File: src/design/ipsb_pkg.sv
// Package for the address score and block table.
// Holds request codes, status codes and the cell command struct; no dependencies.
package ipsb_pkg;

    localparam logic FUNC_ADD   = 1'b0;
    localparam logic FUNC_CHECK = 1'b1;

    typedef enum logic [2:0] {
        ST_HIT       = 3'd0,
        ST_NEW       = 3'd1,
        ST_NOT_FOUND = 3'd2,
        ST_DROPPED   = 3'd3,
        ST_IGNORED   = 3'd4
    } status_t;

    typedef enum logic [1:0] {
        S_IDLE,
        S_LOOK,
        S_OUT
    } state_t;

    // Broadcast from the controller to every cell during the update cycle.
    typedef struct packed {
        logic        write;      // the targeted cell takes new contents
        logic        promote;    // apply the LRU aging
        logic [31:0] address;
        logic [31:0] score;
        logic [31:0] wstart;
        logic [31:0] expiry;
    } cell_cmd_t;

endpackage

File: src/design/ipsb_cell.sv
// One table cell: address, score, window start, expiry, valid bit and LRU rank.
// Depends on ipsb_pkg. Matches the request address and passes the free chain to its neighbor.
module ipsb_cell #(
    parameter int RW = 6
) (
    input  logic                clk,
    input  logic                rst_n,
    input  logic [31:0]         match_addr,
    input  logic                sel,
    input  logic [RW:0]         old_rank,
    input  ipsb_pkg::cell_cmd_t cmd,
    input  logic                free_in,
    output logic                free_out,
    output logic                hit,
    output logic                valid,
    output logic [RW-1:0]       rank,
    output logic [31:0]         score,
    output logic [31:0]         wstart,
    output logic [31:0]         expiry
);
    import ipsb_pkg::*;

    logic          valid_reg;
    logic [RW-1:0] rank_reg;
    logic [31:0]   addr_reg;
    logic [31:0]   score_reg;
    logic [31:0]   wstart_reg;
    logic [31:0]   expiry_reg;

    assign hit      = valid_reg && (addr_reg == match_addr);
    assign free_out = free_in || !valid_reg;
    assign valid    = valid_reg;
    assign rank     = rank_reg;
    assign score    = score_reg;
    assign wstart   = wstart_reg;
    assign expiry   = expiry_reg;

    always_ff @(posedge clk or negedge rst_n)
    begin
        if (!rst_n)
        begin
            valid_reg <= 1'b0;
            rank_reg  <= '0;
        end
        else if (cmd.promote)
        begin
            if (sel)
            begin
                valid_reg <= 1'b1;
                rank_reg  <= '0;
            end
            else if (valid_reg && ({1'b0, rank_reg} < old_rank))
            begin
                rank_reg <= rank_reg + 1'b1;
            end
        end
    end

    always_ff @(posedge clk)
    begin
        if (cmd.write && sel)
        begin
            addr_reg   <= cmd.address;
            score_reg  <= cmd.score;
            wstart_reg <= cmd.wstart;
            expiry_reg <= cmd.expiry;
        end
    end

endmodule

File: config.mk
export PLATFORM = sky130hd
export DESIGN_NAME = ipsb_cell
export DESIGN_NICKNAME = d
export VERILOG_FILES = /design/src/design/ipsb_pkg.sv /design/src/design/ipsb_cell.sv
export SDC_FILE = /design/constraint.sdc
export NUM_CORES = 1
export LEC_CHECK = 0
export BUFFER_PORTS_ARGS = -buffer_cell sky130_fd_sc_hd__buf_2
export CAP_MARGIN = 10
export CORE_MARGIN = 2
export CORE_UTILIZATION = 39
export CTS_CLUSTER_DIAMETER = 120
export CTS_CLUSTER_SIZE = 8
export DETAILED_ROUTE_END_ITERATION = 6
export GPL_ROUTABILITY_DRIVEN = 0
export PLACE_DENSITY = 0.76
export SETUP_SLACK_MARGIN = 0.15
export SLEW_MARGIN = 20
export SYNTH_ARGS = -nofsm -noshare
export SYNTH_HDL_FRONTEND = slang
export SYNTH_SLANG_ARGS = --single-unit
export TNS_END_PERCENT = 20
File: constraint.sdc
create_clock -name clk -period 1.9 [get_ports clk]
set_clock_uncertainty 0.1 [all_clocks]
set_input_delay 0.38 -clock clk [delete_from_list [all_inputs] [get_ports clk]]
set_output_delay 0.38 -clock clk [all_outputs]
set_load 0.03 [all_outputs]
==> run_results.csv, run 1 <==
group,metric,value,unit
outcome,outcome,"finished, violations left",
outcome,violations,"setup timing",
synth,synth_edf_count,128,
route,wl,11900,µm
cts,cts_tree,"built",
floorplanning,die_width,115,µm
synth,synth_common_cells,"edfxtp_1, xnor2_1, inv_1, dfrtp_1, nand4_1",
sta,period_needed,2.45,ns
global_route,antenna_found_initial,2,
hold_path,min_path_type,"in -> reg",
worst_setup_path,cp-end-kind,"output port",
cts,post-cts-setup-buffers,0,
floorplanning,ios,278,
synth,synth.distinct_cells,33,
synth,synth-async-reset-ratio,5.19,%
sta,relSlewSlack,78.6,%
worst_setup_path,cp_cell_sequence,"xnor2_1 > nand4_1 > nor4_2 > nand4_1 > nor4_4 > buf_6",
power_and_ir_drop,leakage,3.02,nW
worst_setup_path,worst_ep_required_time,1.42,ns
floorplanning,dieArea,13100,µm²
run,cap_violations,0,
cts,cts_buffers,17,
synth,yosys_warnings,0,
place,hpwl,9320,µm
cells_and_area,final_area,7130,µm²
worst_setup_path,timing.critical_path.fanout_max,1,
route,drtAntennaViolNets,0,
global_route,grt_pass1_wl,17200,µm
worst_setup_path,crit_slowest_cell,"edfxtp_1",
global_route,grt_overflow_total,0,
sta,min_period_over_period,129,%
floorplanning,start_util,39.8,%
cts,path_clk_slew,0.06,ns
route,detail_route.wl_per_cell,16.9,µm
floorplanning,coreArea,12000,µm²
worst_setup_path,critPathKind,"reg -> out",
floorplanning,rows,40,
power_and_ir_drop,ir_drop,0.697,mV
worst_setup_path,arrival,1.97,ns
cts,clkLatencyLatePin,0.40,ns
sta,finalHoldViolations,0,
place,port_buffers,277,
sta,fmax,0.408,GHz
worst_setup_path,cp-start-kind,"flip-flop",
sta,drv_slew,0,
synth,synth.most_common_cell,"edfxtp_1",
synth,synth.top_cell.area_share,80.7,%
route,drc,0,
sta,setup_viol_count_final,1,
sta,layout_setup_ws,-0.552,ns
synth,synth_area_leaders,"edfxtp_1, xnor2_1, dfrtp_1, ha_1, nand4_1",
sta,tightest_slew,0.317,ns
synth,syn_inst,236,
power_and_ir_drop,power_density,1140,nW/µm²
cts,clock-sinks,135,
synth,synth_area_leader_cell,"edfxtp_1",
worst_setup_path,cpMostUsedCell,"nand4_1",
cells_and_area,layout.nets,721,
cts,htreeDepth,4,
floorplanning,die_h,115,µm
sta,finalSetupTns,-0.552,ns
route,drtIter0Drc,173,
synth,yosysSeqAreaShare,84.3,%
cells_and_area,finalNonFillerCells,703,
synth,ys.flop_type,"edfxtp_1",
cells_and_area,final_core_util,59.6,%
synth,synth_seq_cells,135,
place,placedInstanceArea,6470,µm²
power_and_ir_drop,p_total,8.15,mW
cells_and_area,drive_gt1_share,60.7,%
place,dpl.cell_count,669,
cts,cts.path.max_buffers,2,
route,vias,3206,
synth,synth_nets,415,
global_route,grt.total_usage,18.2,%
synth,synth_area_per_cell,20.2,µm²
worst_setup_path,slowest_delay,0.39,ns
synth,syn-cell-area,4770,µm²
cells_and_area,syn2layout_area_growth,49.6,%
global_route,grt_pass1_vias,3283,
global_route,grt_max_degree,46,
route,vias_per_cell,4.56,
cts,cts_root_buffer,"clkbuf_16",
sta,rsz0062_at_grt,"yes",
route,dr.pass1.iters,4,
==> where the power goes <==
| part | switching [mW] | internal, mW | total [mW] |
|---|---|---|---|
| Combinational | 0.897 | 0.599 | 1.50 |
| Sequential | 0.0900 | 3.53 | 3.62 |
| Clock | 1.23 | 1.81 | 3.03 |
| Total | 2.21 | 5.94 | 8.15 |
==> final cells by class <==
type | count | area [µm²]
clock inverter | 14 | 128
antenna | 1 | 2.50
fill | 919 | 4830
tap | 147 | 184
clock buffer | 18 | 429
multi-input combinational | 89 | 802
inverter | 10 | 37.5
sequential | 135 | 4020
timing repair buffer | 289 | 1530
==> layer usage <==
metal,GRT usage (%),share of wire (%),up-vias
li1,-,-,1522
met1,18.8,36,1493
met2,31.4,52,169
met3,8.26,9.5,20
met4,8.86,2.3,2
met5,0,0.11,-
==> cells by family (layout without fill, tap and decap cells) <==
family	after synthesis	after routing	share of synthesized area (%)
other	0	1	0
buffers and inverters	12	331	1.10
adders and majority gates	6	6	1.58
and+or+nand+nor	31	31	3.78
muxes	3	3	0.630
xor gates and xnor gates	33	33	6.06
DFF	135	135	84.3
AOI/OAI and AO/OA	16	16	2.52
==> layout by cell type (no fill, tap or decap), types with 4 or more instances in the layout <==
master / Yosys / routed
nand4_1: 7 / 7
buf_4: 0 / 7
dfrtp_1: 7 / 4
xnor2_1: 29 / 28
edfxtp_1: 128 / 128
xor2_1: 4 / 4
clkinv_4: 0 / 4
ha_1: 6 / 4
buf_2: 0 / 276
clkbuf_16: 0 / 17
inv_1: 10 / 10
==> final timing paths <==
kind	start	endpoint	slack, ns	depth (start not counted)
worst max-delay path	addr_reg[21]	hit	-0.55	6
worst max register to register	rank[5]	rank[5]	0.04	6
worst min register to register	valid	valid	0.45	1
min in group asynchronous	rst_n	rank[3]	0.24	2
max in group asynchronous	rst_n	rank[4]	1.30	2
worst min-delay path	cmd[48]	wstart[16]	0.04	1
==> through the flow <==
stage,setup slack [ns],hold WS [ns]
after floorplan,-0.0614,-0.0156
after global placement,-0.288,0.121
after detailed placement,-0.389,0.120
after CTS,-0.632,0.0214
after global routing,-0.713,0.0195
final,-0.552,0.0364
==> critical path: cells and delay by family, from the launching register on <==
kind,cells,cell delay [ns]
xor+xnor,1,0.18
flops,1,0.39
simple gates,4,0.83
buf+inv,1,0.17
==> what timing repair did <==
action | CTS | global route
endpoints found under the hold margin | 7 | 0
pin swaps | 8 | 3
hold buffers | 1 | 0
setup endpoints to repair | 7 | 7
resized for setup | 13 | 6
(Power assumes the default switching activity.)
==> run 2, diff against run 1 <==
REMOVE_ABC_BUFFERS = 1   (was unset)
==> run 2 against run 1 <==
Net effect: the run still ends with setup timing left; power is 1.1% lower; highest routed layer unchanged; sequential share of layout area is 0.28 points higher; die area stayed put; register-to-register slack better by 0.03 ns; worst hold slack better by 0.0035 ns; critical endpoint unchanged.
==> run_results.csv, run 2 (same netlist as run 1, synthesis figures left out) <==
group,metric,value,unit
sta,relSlewSlack,68.8,%
route,vias_per_cell,4.64,
power_and_ir_drop,leakage,2.99,nW
worst_setup_path,cp-start-kind,"flip-flop",
cells_and_area,final_cell_mix,"buf_2, edfxtp_1, xnor2_1",
power_and_ir_drop,p_comb_share,18.0,%
floorplanning,coreArea,12000,µm²
cells_and_area,nFillCells,942,
cts,clkLatencyLatePin,0.41,ns
global_route,grt.total_usage,18.3,%
hold_path,min_path_type,"in -> reg",
power_and_ir_drop,p_sw_share,26.9,%
worst_setup_path,crit_slowest_cell,"edfxtp_1",
route,detail_route.wl_per_cell,16.8,µm
cts,clock-sinks,135,
cells_and_area,layout.nets,719,
cts,cts_root_buffer,"clkbuf_16",
place,hpwl,9120,µm
sta,holdWs,0.0399,ns
power_and_ir_drop,p_sw,2.17,mW
sta,layout_setup_ws,-0.551,ns
run,cap_violations,0,
sta,period_needed,2.45,ns
worst_setup_path,slowest_delay,0.40,ns
power_and_ir_drop,p_total,8.06,mW
place,port_buffers,277,
cells_and_area,final_common_cell,"buf_2",
cts,cts.path.max_buffers,2,
cts,htreeDepth,4,
floorplanning,die_h,115,µm
power_and_ir_drop,power_density,1140,nW/µm²
floorplanning,die_width,115,µm
cells_and_area,multi_input_area,806,µm²
cts,post-cts-setup-buffers,0,
sta,fmax,0.408,GHz
route,vias,3255,
cells_and_area,regArea,4020,µm²
route,drtIter0Drc,160,
route,drtAntennaViolNets,0,
worst_setup_path,arrival,1.97,ns
power_and_ir_drop,p_clk_share,36.7,%
power_and_ir_drop,intPower,5.89,mW
cells_and_area,drive_gt1_share,59.5,%
outcome,violations,"setup timing",
sta,tightest_slew,0.465,ns
worst_setup_path,timing.critical_path.fanout_max,1,
floorplanning,dieArea,13100,µm²
global_route,grt_overflow_total,0,
route,wl,11800,µm
global_route,grt_pass1_wl,17100,µm
worst_setup_path,worst_ep_required_time,1.42,ns
cells_and_area,syn2layout_area_growth,48.8,%
worst_setup_path,critPathKind,"reg -> out",
floorplanning,rows,40,
sta,rsz0062_at_grt,"yes",
sta,min_period_over_period,129,%
global_route,grt_max_degree,73,
global_route,grt_pass1_vias,3371,
sta,finalHoldViolations,0,
sta,drv_slew,0,
floorplanning,ios,278,
floorplanning,start_util,39.8,%
worst_setup_path,cp-end-kind,"output port",
worst_setup_path,cp_cell_sequence,"xnor2_1 > nand4_1 > nor4_2 > nand4_1 > nor4_2 > buf_4",
power_and_ir_drop,p_seq_share,45.3,%
sta,finalSetupTns,-0.551,ns
route,drc,0,
sta,setup_viol_count_final,1,
cts,path_clk_slew,0.06,ns
global_route,antenna_found_initial,3,
outcome,outcome,"finished, violations left",
cts,cts_buffers,17,
cts,cts_tree,"built",
route,dr.pass1.iters,4,
power_and_ir_drop,ir_drop,0.834,mV
run 2: cell types whose count changed in the layout (fill, tap and decap cells not counted), sizes merged:
cell	previous run	this run
buf	288	286
clkbuf	18	19
clkinv	8	6
clkinvlp	2	4
inv	13	12
run 2: final timing paths:
kind / start / to / slack, ns / cells past startpoint
worst max-delay path: addr_reg[27] / hit / -0.55 / 6
worst min-delay path: cmd[35] / wstart[3] / 0.04 / 1
worst max register to register: rank[5] / rank[5] / 0.07 / 6
worst min register to register: valid / valid / 0.47 / 1
max in group asynchronous: rst_n / rank[5] / 1.31 / 2
min in group asynchronous: rst_n / rank[2] / 0.23 / 2
run 2: cell type report:
| class | count | area share [%] |
|---|---|---|
| antenna | 1 | 0.0353 |
| clock buffer | 19 | 6.11 |
| clock inverter | 13 | 1.50 |
| inverter | 10 | 0.529 |
| multi-input combinational | 89 | 11.4 |
| sequential | 135 | 56.7 |
| tap | 147 | 2.59 |
| timing repair buffer | 287 | 21.2 |
run 2: power by group through the flow:
stage	Combinational, mW	Sequential (mW)	Clock (mW)
floorplan	0.343	4.12	0
CTS	1.42	3.65	3.04
detailed placement	1.33	3.70	0
global route	1.54	3.68	3.15
global placement	1.28	3.69	0
finish	1.45	3.65	2.96
run 2: what timing repair did:
action / 4_1_cts / 5_1_grt
endpoints found under the hold margin: 7 / 0
setup endpoints to repair: 7 / 7
hold buffers: 1 / 0
pin swaps: 12 / 4
gates resized for setup: 18 / 6
gates cloned: 0 / 0
run 2: critical path, delay by kind of cell, from the launching register on:
kind                      cells  cell delay, ns
buffers and inverters         1            0.20
xor gates and xnor gates      1            0.19
DFF                           1            0.40
and+or+nand+nor               4            0.77
run 2: through the flow:
step,cell area (µm²),setup WS [ns],utilization (%),instances
final,7090,-0.551,59.3,701
after global placement,6420,-0.347,53.6,667
after global routing,7090,-0.633,59.3,701
after detailed placement,6420,-0.417,53.6,667
after floorplan,4750,-2.01,-,234
after CTS,7050,-0.649,58.9,700
run 2: metal layers:
metal	part of all wire (%)	GRT usage, %	vias up
met3	10	8.84	21
met2	53	31.4	188
met5	0.23	0	-
met4	2.3	9.11	4
li1	-	-	1520
met1	34	18.4	1522
==> run 3, diff against run 2 <==
--- a/config.mk
+++ b/config.mk
@@ -10,3 +10,3 @@
 export CORE_MARGIN = 2
-export CORE_UTILIZATION = 39
+export CORE_UTILIZATION = 43
 export CTS_CLUSTER_DIAMETER = 120
@@ -15,3 +15,3 @@
 export GPL_ROUTABILITY_DRIVEN = 0
-export PLACE_DENSITY = 0.76
+export PLACE_DENSITY = 0.79
 export REMOVE_ABC_BUFFERS = 1
==> constraint.sdc (replaced) <==
create_clock -name clk -period 2.4 [get_ports clk]
set_clock_uncertainty 0.1 [all_clocks]
set_input_delay 0.12 -clock clk [delete_from_list [all_inputs] [get_ports clk]]
set_output_delay 0.12 -clock clk [all_outputs]
set_load 0.03 [all_outputs]
==> run 3 against run 2 <==
Net effect: the flow now finishes without violations; setup slack improved by 0.59 ns; global-route usage increased by 8.5 points; sequential power is 20% lower; sequential share of layout area shrank 8.0 points; first-iteration DRC count grew 34%; final area grew 16%; largest power group unchanged; register-to-register slack better by 0.26 ns; power is 19% lower; non-clock buffer count grew 125; combinational power shrank 20%; routed wire length rose by 34%; largest cell class unchanged; worst hold slack better by 0.0097 ns.
==> run_results.csv, run 3 (same netlist as run 1, synthesis figures left out) <==
group,metric,value,unit
place,placedInstanceArea,6360,µm²
hold_path,min_path_type,"in -> reg",
power_and_ir_drop,intPower,4.69,mW
route,drtIter0Drc,215,
power_and_ir_drop,p_seq_share,44.9,%
sta,setup_viol_count_final,0,
worst_setup_path,r2r-start,"rank[4]",
hold_path,hold_start,"cmd[129]",
route,dr.pass1.iters,4,
sta,tightest_slew,0.363,ns
sta,drv_slew,0,
cts,cts_root_buffer,"clkbuf_8",
cts,path_clk_slew,0.06,ns
cells_and_area,final_cell_mix,"buf_2, dlygate4sd3_1, edfxtp_1",
sta,relSlewSlack,75.7,%
cts,post-cts-setup-buffers,0,
worst_setup_path,cp-start-kind,"flip-flop",
floorplanning,rows,38,
place,hpwl,8960,µm
global_route,grt_max_degree,58,
place,pre_cts_slack,0.227,ns
cts,htreeDepth,4,
run,cap_violations,0,
cells_and_area,nFillCells,626,
worst_setup_path,ff2ff_path_depth,6,
power_and_ir_drop,p_sw_share,27.9,%
sta,holdWs,0.0496,ns
global_route,antenna_found_initial,1,
global_route,grt_pass1_wl,22600,µm
route,vias_per_cell,4.76,
route,drtAntennaViolNets,0,
route,detail_route.wl_per_cell,19.3,µm
worst_setup_path,arrival,2.14,ns
route,drc,0,
cts,clkLatencyLatePin,0.51,ns
power_and_ir_drop,p_comb_share,17.8,%
cts,cts_buffers,17,
sta,period_needed,2.36,ns
cts,clock-sinks,135,
worst_setup_path,regToRegSetupSlack,0.33,ns
route,vias,3896,
global_route,grt_pass1_vias,4262,
cts,cts.path.max_buffers,2,
cts,cts_tree,"built",
sta,fmax,0.423,GHz
cells_and_area,syn2layout_area_growth,73.3,%
cells_and_area,layout.nets,844,
sta,layout_setup_ws,0.0364,ns
floorplanning,start_util,44.0,%
floorplanning,die_h,109,µm
cells_and_area,final_core_util,76.2,%
hold_path,hold_path_depth,2,
power_and_ir_drop,leakage,3.47,nW
worst_setup_path,critPathKind,"reg -> out",
sta,min_period_over_period,98.5,%
cells_and_area,multi_input_area,711,µm²
worst_setup_path,cp-end-kind,"output port",
worst_setup_path,worst_ep_required_time,2.18,ns
cells_and_area,final_common_cell,"buf_2",
floorplanning,ios,278,
cells_and_area,final_area,8260,µm²
power_and_ir_drop,power_density,787,nW/µm²
cells_and_area,drive_gt1_share,46.9,%
power_and_ir_drop,p_sw,1.81,mW
sta,finalHoldViolations,0,
cells_and_area,regArea,4020,µm²
global_route,grt_overflow_total,0,
sta,rsz0062_at_grt,"yes",
route,wl,15800,µm
power_and_ir_drop,p_total,6.50,mW
outcome,outcome,"completed",
place,port_buffers,277,
worst_setup_path,critPathLaunch,"addr_reg[1]",
floorplanning,die_width,109,µm
worst_setup_path,timing.critical_path.fanout_max,1,
power_and_ir_drop,ir_drop,0.566,mV
floorplanning,coreArea,10800,µm²
power_and_ir_drop,p_clk_share,37.3,%
global_route,grt.total_usage,26.8,%
floorplanning,dieArea,11900,µm²
-- run 3: changes by cell type in the layout (fill, tap and decap cells not counted), moves of 3 or more --
cell and delta:
clkinv_1 -4, dlygate4sd3_1 +131, buf_6 -3, buf_4 -3
-- run 3: critical path, cell delays in order, from the launching register on --
cell	delay, ns
edfxtp_1	0.39
xnor2_1	0.16
nand4_1	0.15
nor4_2	0.33
nand4_1	0.16
nor4_2	0.25
buf_4	0.19
-- run 3: cell type report --
cell class	instances	area share (%)
Sequential cell	135	48.7
Timing Repair Buffer	412	33.4
Multi-Input combinational cell	89	8.60
Clock buffer	18	5.06
Tap cell	140	2.12
Clock inverter	14	1.70
Inverter	10	0.454
Antenna cell	1	0.0303
-- run 3: path summary, 6_finish.rpt --
path | end
max | hit
min | addr_reg[22]
max reg2reg | rank[5]
min reg2reg | valid
max in group asynchronous | rank[5]
min in group asynchronous | rank[2]
-- run 3: per-layer routing --
metal	up-vias	share of wire, %	global-route usage (%)
li1	1770	-	-
met3	34	8.5	7.71
met5	-	0	0
met2	236	53	47.9
met4	0	3.7	12.7
met1	1856	35	29.1
-- run 3: stage by stage --
stage | cells | TNS, ns
finish | 819 | 0
global route | 818 | -0.125
CTS | 818 | -0.0447
detailed placement | 654 | 0
global placement | 654 | 0
floorplan | 234 | -160.59
-- run 3: power by group through the flow --
| stage | registers (mW) | clock network [mW] | logic [mW] |
|---|---|---|---|
| final | 2.92 | 2.43 | 1.16 |
| after CTS | 2.91 | 2.44 | 1.13 |
| after floorplan | 3.26 | 0 | 0.271 |
| after detailed placement | 2.96 | 0 | 0.960 |
| after global placement | 2.94 | 0 | 0.936 |
| after global routing | 2.94 | 2.57 | 1.23 |
-- run 3: what timing repair did --
action                                 CTS  global route
pin swaps                                1             3
endpoints found under the hold margin  142             0
resized for setup                        2             2
setup endpoints to repair                1             2
hold buffers                           132             0
